<file path="src/rtl/dad_pkg.sv">
// ----------------------------------------------------------------------------
// dad_pkg: shared types and calendar helpers for the date shifter
// Field widths, status codes, controller states, command/status bundles,
// and the Gregorian month-length function.
// ----------------------------------------------------------------------------
package dad_pkg;

    localparam int YEAR_W      = 14;
    localparam int MONTH_W     = 4;
    localparam int DAY_W       = 5;
    localparam int STATUS_W    = 2;
    localparam int OFFSET_BITS = 17;
    // Remaining-offset register carries one guard bit over the input offset
    localparam int REM_W       = OFFSET_BITS + 1;

    localparam logic [YEAR_W-1:0]  MAX_YEAR   = YEAR_W'(9999);
    localparam logic [YEAR_W-1:0]  FIRST_YEAR = YEAR_W'(1);
    localparam logic [MONTH_W-1:0] JANUARY    = MONTH_W'(1);
    localparam logic [MONTH_W-1:0] FEBRUARY   = MONTH_W'(2);
    localparam logic [MONTH_W-1:0] DECEMBER   = MONTH_W'(12);
    localparam logic [DAY_W-1:0]   LONG_MONTH = DAY_W'(31);

    // y / 100 as (y * 5243) >> 19, exact for every 14-bit y
    localparam int DIV100_MUL   = 5243;
    localparam int DIV100_SHIFT = 19;
    localparam int PROD_W       = YEAR_W + 13;

    typedef enum logic [STATUS_W-1:0] {
        STAT_OK       = 2'd0,
        STAT_BAD_DATE = 2'd1,
        STAT_RANGE    = 2'd2
    } t_status;

    typedef enum logic [1:0] {
        ST_IDLE,
        ST_CHECK,
        ST_WALK,
        ST_FINISH
    } t_state;

    typedef struct packed {
        logic    load;
        logic    step;
        logic    publish;
        t_status code;
    } t_dp_cmd;

    typedef struct packed {
        logic bad_date;
        logic walk_done;
        logic range_hit;
    } t_dp_sts;

    function automatic logic is_leap(input logic [YEAR_W-1:0] y);
        logic [PROD_W-1:0] prod;
        logic [YEAR_W-1:0] q;
        logic [YEAR_W-1:0] rem;
        prod = PROD_W'(y) * PROD_W'(DIV100_MUL);
        q    = YEAR_W'(prod >> DIV100_SHIFT);
        rem  = y - YEAR_W'(q * YEAR_W'(100));
        return (y[1:0] == 2'b00) && ((rem != '0) || (q[1:0] == 2'b00));
    endfunction

    function automatic logic [DAY_W-1:0] month_days(input logic [YEAR_W-1:0]  y,
                                                    input logic [MONTH_W-1:0] m);
        logic [DAY_W-1:0] len;
        if (m inside {4'd1, 4'd3, 4'd5, 4'd7, 4'd8, 4'd10, 4'd12}) begin
            len = DAY_W'(31);
        end else if (m inside {4'd4, 4'd6, 4'd9, 4'd11}) begin
            len = DAY_W'(30);
        end else if (m == FEBRUARY) begin
            len = is_leap(y) ? DAY_W'(29) : DAY_W'(28);
        end else begin
            len = '0;
        end
        return len;
    endfunction

endpackage

</file>
<file path="src/rtl/dad_ctrl.sv">
// ----------------------------------------------------------------------------
// dad_ctrl: sequencer for the date shifter
// Accepts a beat, runs check and month walk in the datapath, and hands the
// result to the output register.
// ----------------------------------------------------------------------------
module dad_ctrl (
    input  logic              i_clk,
    input  logic              i_rst_n,
    input  logic              i_in_valid,
    output logic              o_in_ready,
    output logic              o_out_valid,
    input  logic              i_out_ready,
    output dad_pkg::t_dp_cmd  o_cmd,
    input  dad_pkg::t_dp_sts  i_sts
);
    import dad_pkg::*;

    t_state  r_state, n_state;
    t_status r_code, n_code;
    logic    r_out_valid, n_out_valid;
    logic    slot_free;

    assign slot_free   = !r_out_valid || i_out_ready;
    assign o_in_ready  = (r_state == ST_IDLE);
    assign o_out_valid = r_out_valid;

    always_ff @(posedge i_clk) begin
        if (!i_rst_n) begin
            r_state     <= ST_IDLE;
            r_code      <= STAT_OK;
            r_out_valid <= 1'b0;
        end else begin
            r_state     <= n_state;
            r_code      <= n_code;
            r_out_valid <= n_out_valid;
        end
    end

    always_comb begin
        n_state       = r_state;
        n_code        = r_code;
        n_out_valid   = r_out_valid && !i_out_ready;
        o_cmd         = '0;
        o_cmd.code    = r_code;
        case (r_state)
            ST_IDLE: begin
                if (i_in_valid) begin
                    o_cmd.load = 1'b1;
                    n_state    = ST_CHECK;
                end
            end
            ST_CHECK: begin
                if (i_sts.bad_date) begin
                    n_code  = STAT_BAD_DATE;
                    n_state = ST_FINISH;
                end else begin
                    n_state = ST_WALK;
                end
            end
            ST_WALK: begin
                if (i_sts.walk_done) begin
                    n_code  = STAT_OK;
                    n_state = ST_FINISH;
                end else if (i_sts.range_hit) begin
                    n_code  = STAT_RANGE;
                    n_state = ST_FINISH;
                end else begin
                    o_cmd.step = 1'b1;
                end
            end
            ST_FINISH: begin
                if (slot_free) begin
                    o_cmd.publish = 1'b1;
                    n_out_valid   = 1'b1;
                    n_state       = ST_IDLE;
                end
            end
            default: begin
                n_state = ST_IDLE;
            end
        endcase
    end

    a_accept_to_check: assert property (@(posedge i_clk) disable iff (!i_rst_n)
        (i_in_valid && o_in_ready) |=> (r_state == ST_CHECK))
        else $error("accepted beat did not start the check");

    a_done_to_finish: assert property (@(posedge i_clk) disable iff (!i_rst_n)
        (r_state == ST_WALK && i_sts.walk_done) |=> (r_state == ST_FINISH && r_code == STAT_OK))
        else $error("finished walk did not report ok");

    a_no_overwrite: assert property (@(posedge i_clk) disable iff (!i_rst_n)
        o_cmd.publish |-> (!r_out_valid || i_out_ready))
        else $error("result published over a pending beat");

endmodule

</file>
<file path="src/rtl/dad_datapath.sv">
// ----------------------------------------------------------------------------
// dad_datapath: date registers, month-walk step and result register
// Holds the working date and remaining offset; each step moves by up to the
// rest of the current month.
// ----------------------------------------------------------------------------
module dad_datapath (
    input  logic                                       i_clk,
    input  logic                                       i_rst_n,
    input  logic [dad_pkg::YEAR_W-1:0]                 i_start_year,
    input  logic [dad_pkg::MONTH_W-1:0]                i_start_month,
    input  logic [dad_pkg::DAY_W-1:0]                  i_start_day,
    input  logic signed [dad_pkg::OFFSET_BITS-1:0]     i_day_offset,
    input  dad_pkg::t_dp_cmd                           i_cmd,
    output dad_pkg::t_dp_sts                           o_sts,
    output logic [dad_pkg::YEAR_W-1:0]                 o_result_year,
    output logic [dad_pkg::MONTH_W-1:0]                o_result_month,
    output logic [dad_pkg::DAY_W-1:0]                  o_result_day,
    output logic [dad_pkg::STATUS_W-1:0]               o_status
);
    import dad_pkg::*;

    logic [YEAR_W-1:0]   r_year, n_year;
    logic [MONTH_W-1:0]  r_month, n_month;
    logic [DAY_W-1:0]    r_day, n_day;
    logic [REM_W-1:0]    r_rem, n_rem;
    logic [YEAR_W-1:0]   r_res_year;
    logic [MONTH_W-1:0]  r_res_month;
    logic [DAY_W-1:0]    r_res_day;
    logic [STATUS_W-1:0] r_res_status;

    logic [DAY_W-1:0]    len;
    logic [DAY_W-1:0]    prev_len;
    logic [DAY_W-1:0]    gap;
    logic [REM_W-1:0]    gap_ext;
    logic [REM_W-1:0]    day_ext;
    logic [REM_W-1:0]    neg_mag;
    logic                forward;
    logic                fits;
    logic                at_top;
    logic                at_bottom;

    assign len      = month_days(r_year, r_month);
    assign prev_len = (r_month == JANUARY) ? LONG_MONTH
                                           : month_days(r_year, r_month - MONTH_W'(1));
    assign gap      = len - r_day;
    assign gap_ext  = REM_W'(gap);
    assign day_ext  = REM_W'(r_day);
    assign neg_mag  = '0 - r_rem;
    assign forward  = !r_rem[REM_W-1];
    assign fits     = forward ? (r_rem <= gap_ext) : (neg_mag < day_ext);
    assign at_top    = (r_year == MAX_YEAR) && (r_month == DECEMBER);
    assign at_bottom = (r_year == FIRST_YEAR) && (r_month == JANUARY);

    assign o_sts.walk_done = (r_rem == '0);
    assign o_sts.range_hit = !fits && (forward ? at_top : at_bottom);
    assign o_sts.bad_date  = (r_year == '0) || (r_year > MAX_YEAR) || (r_day == '0)
                             || (r_day > len);

    always_comb begin
        n_year  = r_year;
        n_month = r_month;
        n_day   = r_day;
        n_rem   = r_rem;
        if (i_cmd.load) begin
            n_year  = i_start_year;
            n_month = i_start_month;
            n_day   = i_start_day;
            n_rem   = {{(REM_W-OFFSET_BITS){i_day_offset[OFFSET_BITS-1]}}, i_day_offset};
        end else if (i_cmd.step) begin
            if (fits) begin
                // land inside the current month
                n_day = r_day + r_rem[DAY_W-1:0];
                n_rem = '0;
            end else if (forward) begin
                // advance to the first of the next month
                n_rem = r_rem - gap_ext - REM_W'(1);
                n_day = DAY_W'(1);
                if (r_month == DECEMBER) begin
                    n_month = JANUARY;
                    n_year  = r_year + YEAR_W'(1);
                end else begin
                    n_month = r_month + MONTH_W'(1);
                end
            end else begin
                // back up to the last day of the previous month
                n_rem = r_rem + day_ext;
                n_day = prev_len;
                if (r_month == JANUARY) begin
                    n_month = DECEMBER;
                    n_year  = r_year - YEAR_W'(1);
                end else begin
                    n_month = r_month - MONTH_W'(1);
                end
            end
        end
    end

    always_ff @(posedge i_clk) begin
        r_year  <= n_year;
        r_month <= n_month;
        r_day   <= n_day;
        r_rem   <= n_rem;
        if (i_cmd.publish) begin
            r_res_status <= i_cmd.code;
            if (i_cmd.code == STAT_OK) begin
                r_res_year  <= r_year;
                r_res_month <= r_month;
                r_res_day   <= r_day;
            end else begin
                r_res_year  <= '0;
                r_res_month <= '0;
                r_res_day   <= '0;
            end
        end
    end

    assign o_result_year  = r_res_year;
    assign o_result_month = r_res_month;
    assign o_result_day   = r_res_day;
    assign o_status       = r_res_status;

    a_error_zero_date: assert property (@(posedge i_clk) disable iff (!i_rst_n)
        (i_cmd.publish && i_cmd.code != STAT_OK)
        |=> (r_res_year == '0 && r_res_month == '0 && r_res_day == '0))
        else $error("error result carries a nonzero date");

    a_fit_ends_walk: assert property (@(posedge i_clk) disable iff (!i_rst_n)
        (i_cmd.step && fits) |=> (r_rem == '0))
        else $error("step inside the month left days over");

    a_step_toward_zero: assert property (@(posedge i_clk) disable iff (!i_rst_n)
        (i_cmd.step && !fits && forward) |=> !r_rem[REM_W-1])
        else $error("forward step overshot past zero");

endmodule

</file>
<file path="src/rtl/date_add_days_unit.sv">
// ----------------------------------------------------------------------------
// date_add_days_unit: Gregorian date plus signed day offset
// Walks month by month from the start date to the shifted date, flags
// invalid start dates and results outside years 1 to MAX_YEAR.
// ----------------------------------------------------------------------------
// Sequence: an accepted beat is loaded and checked, then walked month by month
//   until the remaining offset lands inside a month, at most about 2150 month
//   boundaries for a 65535-day offset; a zero offset needs no step, a result
//   leaving the year range stops the walk, and an invalid start date goes from
//   the check straight to the finish state, which publishes the result.
// Throughput: the input stays closed until the result is published; the month
//   walk moves one month per cycle, and output stalls hold the finish state.
// Reset: synchronous, active low; clears the sequencer and output valid.
// ----------------------------------------------------------------------------
module date_add_days_unit (
    input  logic                                    i_clk,
    input  logic                                    i_rst_n,
    input  logic                                    i_valid,
    output logic                                    o_ready,
    input  logic [dad_pkg::YEAR_W-1:0]              i_start_year,
    input  logic [dad_pkg::MONTH_W-1:0]             i_start_month,
    input  logic [dad_pkg::DAY_W-1:0]               i_start_day,
    input  logic signed [dad_pkg::OFFSET_BITS-1:0]  i_day_offset,
    output logic                                    o_valid,
    input  logic                                    i_ready,
    output logic [dad_pkg::YEAR_W-1:0]              o_result_year,
    output logic [dad_pkg::MONTH_W-1:0]             o_result_month,
    output logic [dad_pkg::DAY_W-1:0]               o_result_day,
    output logic [dad_pkg::STATUS_W-1:0]            o_status
);
    import dad_pkg::*;

    // Command bundle from the sequencer, status bundle back from the datapath
    t_dp_cmd cmd;
    t_dp_sts sts;

    // Sequencer: idle -> check -> walk -> finish; the result register lets
    // a new beat enter once the finished one has been handed over.
    dad_ctrl u_ctrl (
        .i_clk       (i_clk),
        .i_rst_n     (i_rst_n),
        .i_in_valid  (i_valid),
        .o_in_ready  (o_ready),
        .o_out_valid (o_valid),
        .i_out_ready (i_ready),
        .o_cmd       (cmd),
        .i_sts       (sts)
    );

    // Datapath: working date, remaining offset and the result register
    dad_datapath u_dp (
        .i_clk          (i_clk),
        .i_rst_n        (i_rst_n),
        .i_start_year   (i_start_year),
        .i_start_month  (i_start_month),
        .i_start_day    (i_start_day),
        .i_day_offset   (i_day_offset),
        .i_cmd          (cmd),
        .o_sts          (sts),
        .o_result_year  (o_result_year),
        .o_result_month (o_result_month),
        .o_result_day   (o_result_day),
        .o_status       (o_status)
    );

endmodule
</file>
<file path="config.mk">
export PLATFORM = sky130hd
export DESIGN_NAME = date_add_days_unit
export DESIGN_NICKNAME = d
export VERILOG_FILES = /design/src/rtl/dad_pkg.sv /design/src/rtl/dad_ctrl.sv /design/src/rtl/dad_datapath.sv /design/src/rtl/date_add_days_unit.sv
export SDC_FILE = /design/constraint.sdc
export NUM_CORES = 1
export LEC_CHECK = 0
export BUFFER_PORTS_ARGS = -buffer_cell sky130_fd_sc_hd__buf_2
export CORE_MARGIN = 4
export CORE_UTILIZATION = 35
export DETAILED_ROUTE_END_ITERATION = 8
export PLACE_DENSITY = 0.58
export SETUP_SLACK_MARGIN = 0.15
export SYNTH_ARGS = -nofsm -noshare
export SYNTH_HDL_FRONTEND = slang
export SYNTH_SLANG_ARGS = --single-unit
</file>
<file path="constraint.sdc">
create_clock -name i_clk -period 34.6 [get_ports i_clk]
set_input_delay 0 -clock i_clk [delete_from_list [all_inputs] [get_ports i_clk]]
set_output_delay 0 -clock i_clk [all_outputs]
set_load 0.05 [all_outputs]
</file>
# Word-level counts from Yosys, hierarchy flattened
# Cells that the tools add are included.
[word_totals] reg_bits=71 inputBits=44 output_inout_bits=27 elab_cells=144
[classes] add_sub_neg=11 n_mul=2 order_cmp=4 eq_ne=35 muxes=49 reduce_logical=32
[op_table] op="$mux 14" count=6
[op_table] op="$mux 18" count=4
[op_table] op="$mux 5" count=11
[op_table] op="$eq 4x4->1 const B" count=10
[op_table] op="$eq 4x3->1 const B" count=8
[op_table] op="$mul 14x13->27 const B" count=1
[op_table] op="$mux 4" count=6
[op_table] op="$add 18x5->18" count=1
[op_table] op="$le 18x5->1" count=1
[op_table] op="$logic_not 18->1" count=1
[op_table] op="$lt 18x5->1" count=1
[op_table] op="$sub 1x18->18 const A" count=1
[op_table] op="$sub 18x1->18 const B" count=1
[op_table] op="$sub 18x5->18" count=1
[op_table] op="$eq 4x2->1 const B" count=4
[op_table] op="$add 14x1->14 const B" count=1
[op_table] op="$eq 14x1->1 const B" count=1
[op_table] op="$eq 14x14->1 const B" count=1
[op_table] op="$gt 14x14->1 const B" count=1
[op_table] op="$logic_not 14->1" count=1
[op_table] op="$mux 2" count=7
[op_table] op="$reduce_bool 14->1" count=1
[op_table] op="$reduce_bool 7->1" count=2
[op_table] op="$sub 14x1->14 const B" count=1
[op_table] op="other kinds (27)" count=60

# Logic depth before layout (Yosys ltp)
[depth] depth_word=20 mapped_depth=54 mapped_depth_nobuf=53

# Hierarchy
# Synthesis repeated with hierarchy kept, for this count alone.
[unflattened] hier_cells=1071 hier_area_um2=10022.1
[by_module_without_submodules] module="dad_datapath" instances=1 cells_each=1035 area_each_um2=9686.8 seq_area_each_um2=1981.9
[by_module_without_submodules] module="dad_ctrl" instances=1 cells_each=36 area_each_um2=335.3 seq_area_each_um2=100.1

# Least setup slack after synthesis
# No wires, ideal clock.
[synth_path] kind="reg-to-reg" start="register u_dp.r_year[11]" end="register u_dp.r_year[0], enable pin" t_arrival_ps=11476 setup_slack_ps=22738 path_stages_with_launch=54 synth_period_minus_slack_ps=11862 path_cell_list="edfxtp_1 -> fa_1 -> ha_1 -> inv_1 -> fa_1 -> inv_1 -> fa_1 -> inv_1 -> fa_1 -> inv_1 -> ha_1 -> nand2_1 -> nor4_4 -> a221oi_2 -> a31oi_4 -> o21ai_0 -> a21boi_1 -> o21a_1 -> [... 18 more ...] -> nor3b_2 -> nand3_1 -> a31oi_1 -> ha_1 -> fa_1 -> inv_1 -> a21o_1 -> a21oi_1 -> xor2_1 -> ha_1 -> and4b_1 -> o21ai_0 -> a32o_1 -> a31o_2 -> and2_1 -> buf_2 -> buf_2 -> o21ai_1"
[synth_via] elab_chain_cells=20
[synth_lines] item="from (decl)" line="dad_datapath.sv:22" rtl="logic [YEAR_W-1:0] r_year, n_year;"
[synth_lines] item="from (signal assigned)" line="dad_datapath.sv:99" rtl="r_year <= n_year;"
[synth_lines] item="$mul 14x13->27" line="dad_pkg.sv:58" rtl="prod = PROD_W'(y) * PROD_W'(DIV100_MUL);"
[synth_lines] item="$mul 8x5->12" line="dad_pkg.sv:60" rtl="rem = y - YEAR_W'(q * YEAR_W'(100));"
[synth_lines] item="$sub 14x14->14" line="dad_pkg.sv:60"
[synth_lines] item="$reduce_bool 14->1" line="dad_pkg.sv:61" rtl="return (y[1:0] == 2'b00) && ((rem != '0) || (q[1:0] == 2'b00));"
[synth_lines] item="$logic_or 1x1->1" line="dad_pkg.sv:61"
[synth_lines] item="$logic_and 1x1->1" line="dad_pkg.sv:61"
[synth_lines] item="$mux 1" line="dad_pkg.sv:72" rtl="len = is_leap(y) ? DAY_W'(29) : DAY_W'(28);"
[synth_lines] item="$mux 5" line="dad_pkg.sv:71" rtl="end else if (m == FEBRUARY) begin"
[synth_lines] item="[... 4 more ...]"
[synth_lines] item="$mux 1" line="dad_datapath.sv:50" rtl="assign fits = forward ? (r_rem <= gap_ext) : (neg_mag < day_ext);"
[synth_lines] item="$logic_not 1->1" line="dad_datapath.sv:55" rtl="assign o_sts.range_hit = !fits && (forward ? at_top : at_bottom);"
[synth_lines] item="$logic_and 1x1->1" line="dad_datapath.sv:55"
[synth_lines] item="$mux 1" line="dad_ctrl.sv:64" rtl="end else if (i_sts.range_hit) begin"
[synth_lines] item="$mux 1" line="dad_ctrl.sv:61" rtl="if (i_sts.walk_done) begin"
[synth_lines] item="$mux 1" line="dad_ctrl.sv:45" rtl="case (r_state)"
[synth_lines] item="$reduce_bool 2->1 (no source line)"
[synth_lines] item="$reduce_and 4->1 (no source line) (*)"
# Mark *: on every way between the ends. The rest lies on a longest branch, timed or not.
# A chain may end at the register's enable or synchronous reset.

# Final worst setup path
[layout_path] start="register u_dp.r_year[4]" end="register u_dp.r_day[0] (data pin)"
[layout_via] elab_chain_cells=16
[layout_lines] item="$mul 14x13->27" line="dad_pkg.sv:58"
[layout_lines] item="$mul 8x5->12" line="dad_pkg.sv:60"
[layout_lines] item="$sub 14x14->14" line="dad_pkg.sv:60"
[layout_lines] item="$reduce_bool 14->1" line="dad_pkg.sv:61"
[layout_lines] item="$logic_or 1x1->1 (*)" line="dad_pkg.sv:61"
[layout_lines] item="$logic_and 1x1->1 (*)" line="dad_pkg.sv:61"
[layout_lines] item="$mux 1 (*)" line="dad_pkg.sv:72"
[layout_lines] item="$mux 5" line="dad_pkg.sv:71"
[layout_lines] item="$mux 5" line="dad_pkg.sv:69" rtl="end else if (m inside {4'd4, 4'd6, 4'd9, 4'd11}) begin"
[layout_lines] item="$mux 5" line="dad_pkg.sv:67" rtl="if (m inside {4'd1, 4'd3, 4'd5, 4'd7, 4'd8, 4'd10, 4'd12}) begin"
[layout_lines] item="$sub 5x5->5" line="dad_datapath.sv:45" rtl="assign gap = len - r_day;"
[layout_lines] item="$le 18x5->1" line="dad_datapath.sv:50"
[layout_lines] item="$mux 1" line="dad_datapath.sv:50"
[layout_lines] item="$mux 5 (*)" line="dad_datapath.sv:70" rtl="if (fits) begin"
[layout_lines] item="$mux 5 (*)" line="dad_datapath.sv:69" rtl="end else if (i_cmd.step) begin"
[layout_lines] item="$mux 5 (*)" line="dad_datapath.sv:64" rtl="if (i_cmd.load) begin"
[layout_lines] item="named net u_dp.n_day[0]" line="dad_datapath.sv:24" rtl="logic [DAY_W-1:0] r_day, n_day;"
[layout_lines] item="to (signal assigned)" line="dad_datapath.sv:101" rtl="r_day <= n_day;"
[layout_lines] item="to (decl)" line="dad_datapath.sv:24"
# The timed path passes the listed nets; every way through them passes the cells marked *. The select of a mux whose other input is x is not followed.

==> impl_metrics.tcl <==
set metrics [dict create \
    layout_commonest_cell "ha_1" \
    ys_seq_area_share_pct 20.87 \
    hold_slack_ns -0.001499 \
    cpMaxStageDelayCell "and2_1" \
    grt_pass1_vias 7905 \
    syn_area_sq_um 9977 \
    cp.required_ns 34.69 \
    period_minus_slack_ns 13.06 \
    cts_setup_buffers 0 \
    clock_path_buffers 2 \
    dp_hpwl_mm 19.79 \
    drtIter0Drc 571 \
    cts_buffers 9 \
    h-tree-depth 3 \
    relSlewSlack_pct 30.03 \
    cpPeakStageDelay_ns 0.78 \
    worstHoldPathType "in2reg" \
    r2r_setup_slack_ns 21.54 \
    worstSetupEndpointType "register" \
    yosys_warnings 0 \
    syn_nets 1381 \
    crit_family "adder cells" \
    drive_gt1_share_pct 8.935 \
    cp_num_buf_inv 8 \
    cts_resized 0 \
    cts_tree "yes" \
    clkSlewWorstSetupHoldPaths_ns 0.07 \
    max_freq_ghz 0.07658 \
    numPortBuffers 70 \
    finalCritPeriodShare_pct 37.74 \
    violations "negative hold slack" \
    cp-start-kind "register" \
    fin_cells 1542 \
    drt_pass1_iterations 7 \
    status "finished with violations" \
    drv_slew 0 \
    pre_cts_slack_ns 21.55 \
    maxCapViolCount 0 \
    antenna_found_initial 0 \
    grt_max_degree 64 \
    synth-async-reset-ratio_pct 0 \
    synth_cell_types 75 \
    drc 0 \
    path_max_fanout 24 \
    tns_ns 0 \
    path_class "reg2reg" \
    routed_wl_mm 25.09 \
    fp.dieW_um 176.8 \
    cts_root_buf "clkbuf_16" \
    wire_per_inst_um 16.27 \
    final_cell_mix "191 x ha_1, 154 x inv_1, 83 x nand2_1" \
    rsz0062_at_grt "no" \
    place_inst 1494 \
    yosys_register_bits 71 \
    finalWorstSetupSlack_ns 21.54 \
    dieArea_sq_um 31270 \
    gr-total-overflow 0 \
    avgViaCountPerCell 5.082 \
    insertion_delay_ns 0.34 \
    setup_violations 0 \
    nets 1463 \
    grt_usage_pct 16.41 \
    synth-main-ff-cell "edfxtp_1" \
    skew_ns 0.01035 \
    avgSynthCellArea_sq_um 9.264 \
    rows 61 \
    core_sq_um 27930 \
    num_vias 7837 \
    diodes 0 \
    initial_core_util_pct 35.72 \
    syn_to_final_growth_pct 13.47 \
    grt_pass1_wl_mm 41.53 \
    yosysTopAreaCellShare_pct 23.95 \
    synth-edff-count 66 \
    fp.dieH_um 176.8 \
    tightest_slew_ns 1.047 \
    ant_nets 0 \
    place_congestion 0.8757 \
    cp.arrival_ns 13.15 \
    synth_top_area_cell "ha_1" \
    finalHoldViolCount 1 \
    clock_sinks 71 \
    pin_count 71 \
    synth_area_leaders "ha_1 24%, edfxtp_1 20%, fa_1 14%" \
    cts_hold_buffers 32 \
    syn-instance-count 1077 \
]
final cells by class:
| type | instances | area [sq um] |
|---|---|---|
| Clock inverter | 7 | 80.08 |
| Timing Repair Buffer | 106 | 700.7 |
| Clock buffer | 9 | 225.2 |
| Inverter | 154 | 578.1 |
| Tap cell | 378 | 473.0 |
| Sequential cell | 71 | 2082 |
| Multi-Input combinational cell | 817 | 7182 |
| Fill cell | 2807 | 16610 |
state kept, by name, indices dropped and copies added, names as in the netlist:
register             count
u_ctrl.r_state           2
u_ctrl.o_out_valid       1
u_ctrl.r_code            2
u_dp.r_month             4
u_dp.r_rem              18
u_dp.r_day               5
u_dp.o_result_day        5
u_dp.o_result_month      4
u_dp.r_year             14
u_dp.o_result_year      14
u_dp.o_status            2
kinds of logic (layout without fill, tap and decap cells):
logic type      count (synthesis)  after routing  synth area share (%)
xor+xnor                       58             58                 5.092
buf+inv                       189            276                 7.186
mux                             9              9                0.9155
fa+ha+maj                     260            260                 37.80
compound gates                208            208                 13.73
simple gates                  282            282                 14.41
flops                          71             71                 20.87
per-stage QoR:
step | util, % | hold slack (ns) | cell area, sq um
after floorplan | - | 0.1175 | 9977
final | 40.53 | -0.001499 | 11320
after global routing | 40.53 | 0.005766 | 11320
after global placement | 38.29 | 0.2767 | 10700
after detailed placement | 38.29 | 0.2779 | 10700
after CTS | 40.53 | 0.0004434 | 11320
worst paths after layout:
kind	from	end	cells past startpoint
worst max register to register	u_dp.r_year[4]	u_dp.r_day[0]	51
worst min-delay path	i_start_year[6]	u_dp.r_year[6]	3
worst min register to register	u_ctrl.r_state[1]	u_ctrl.r_state[1]	2
worst max-delay path	u_dp.r_year[4]	u_dp.r_day[0]	51
worst reg2reg max path, delay by kind of cell, from the launching register on:
kind            cells  cell delay (ns)
simple gates        6             1.79
fa+ha+maj          14             5.10
xor+xnor            2             0.26
flops               1             0.71
compound gates     21             4.32
buf+inv             8             0.64
synthesized netlist by cell type (28+ instances only):
cell type,number
inv_1,154
xnor2_1,34
nand3_1,31
nand2_1,83
ha_1,191
nor3_1,37
edfxtp_1,66
nor2_1,43
a21oi_1,53
fa_1,69
o21ai_0,44
clkbuf_1,28
layer usage:
layer | wire, um | track usage (%) | up-vias
met1 | 12470 | 23.88 | 3757
met3 | 953 | 1.752 | 15
li1 | - | - | 3907
met5 | 0 | 0 | -
met2 | 11430 | 26.74 | 158
met4 | 235 | 2.966 | 0
Power is not shown: default switching activity piles up to over one toggle a cycle in this logic, so the estimate is an artifact.
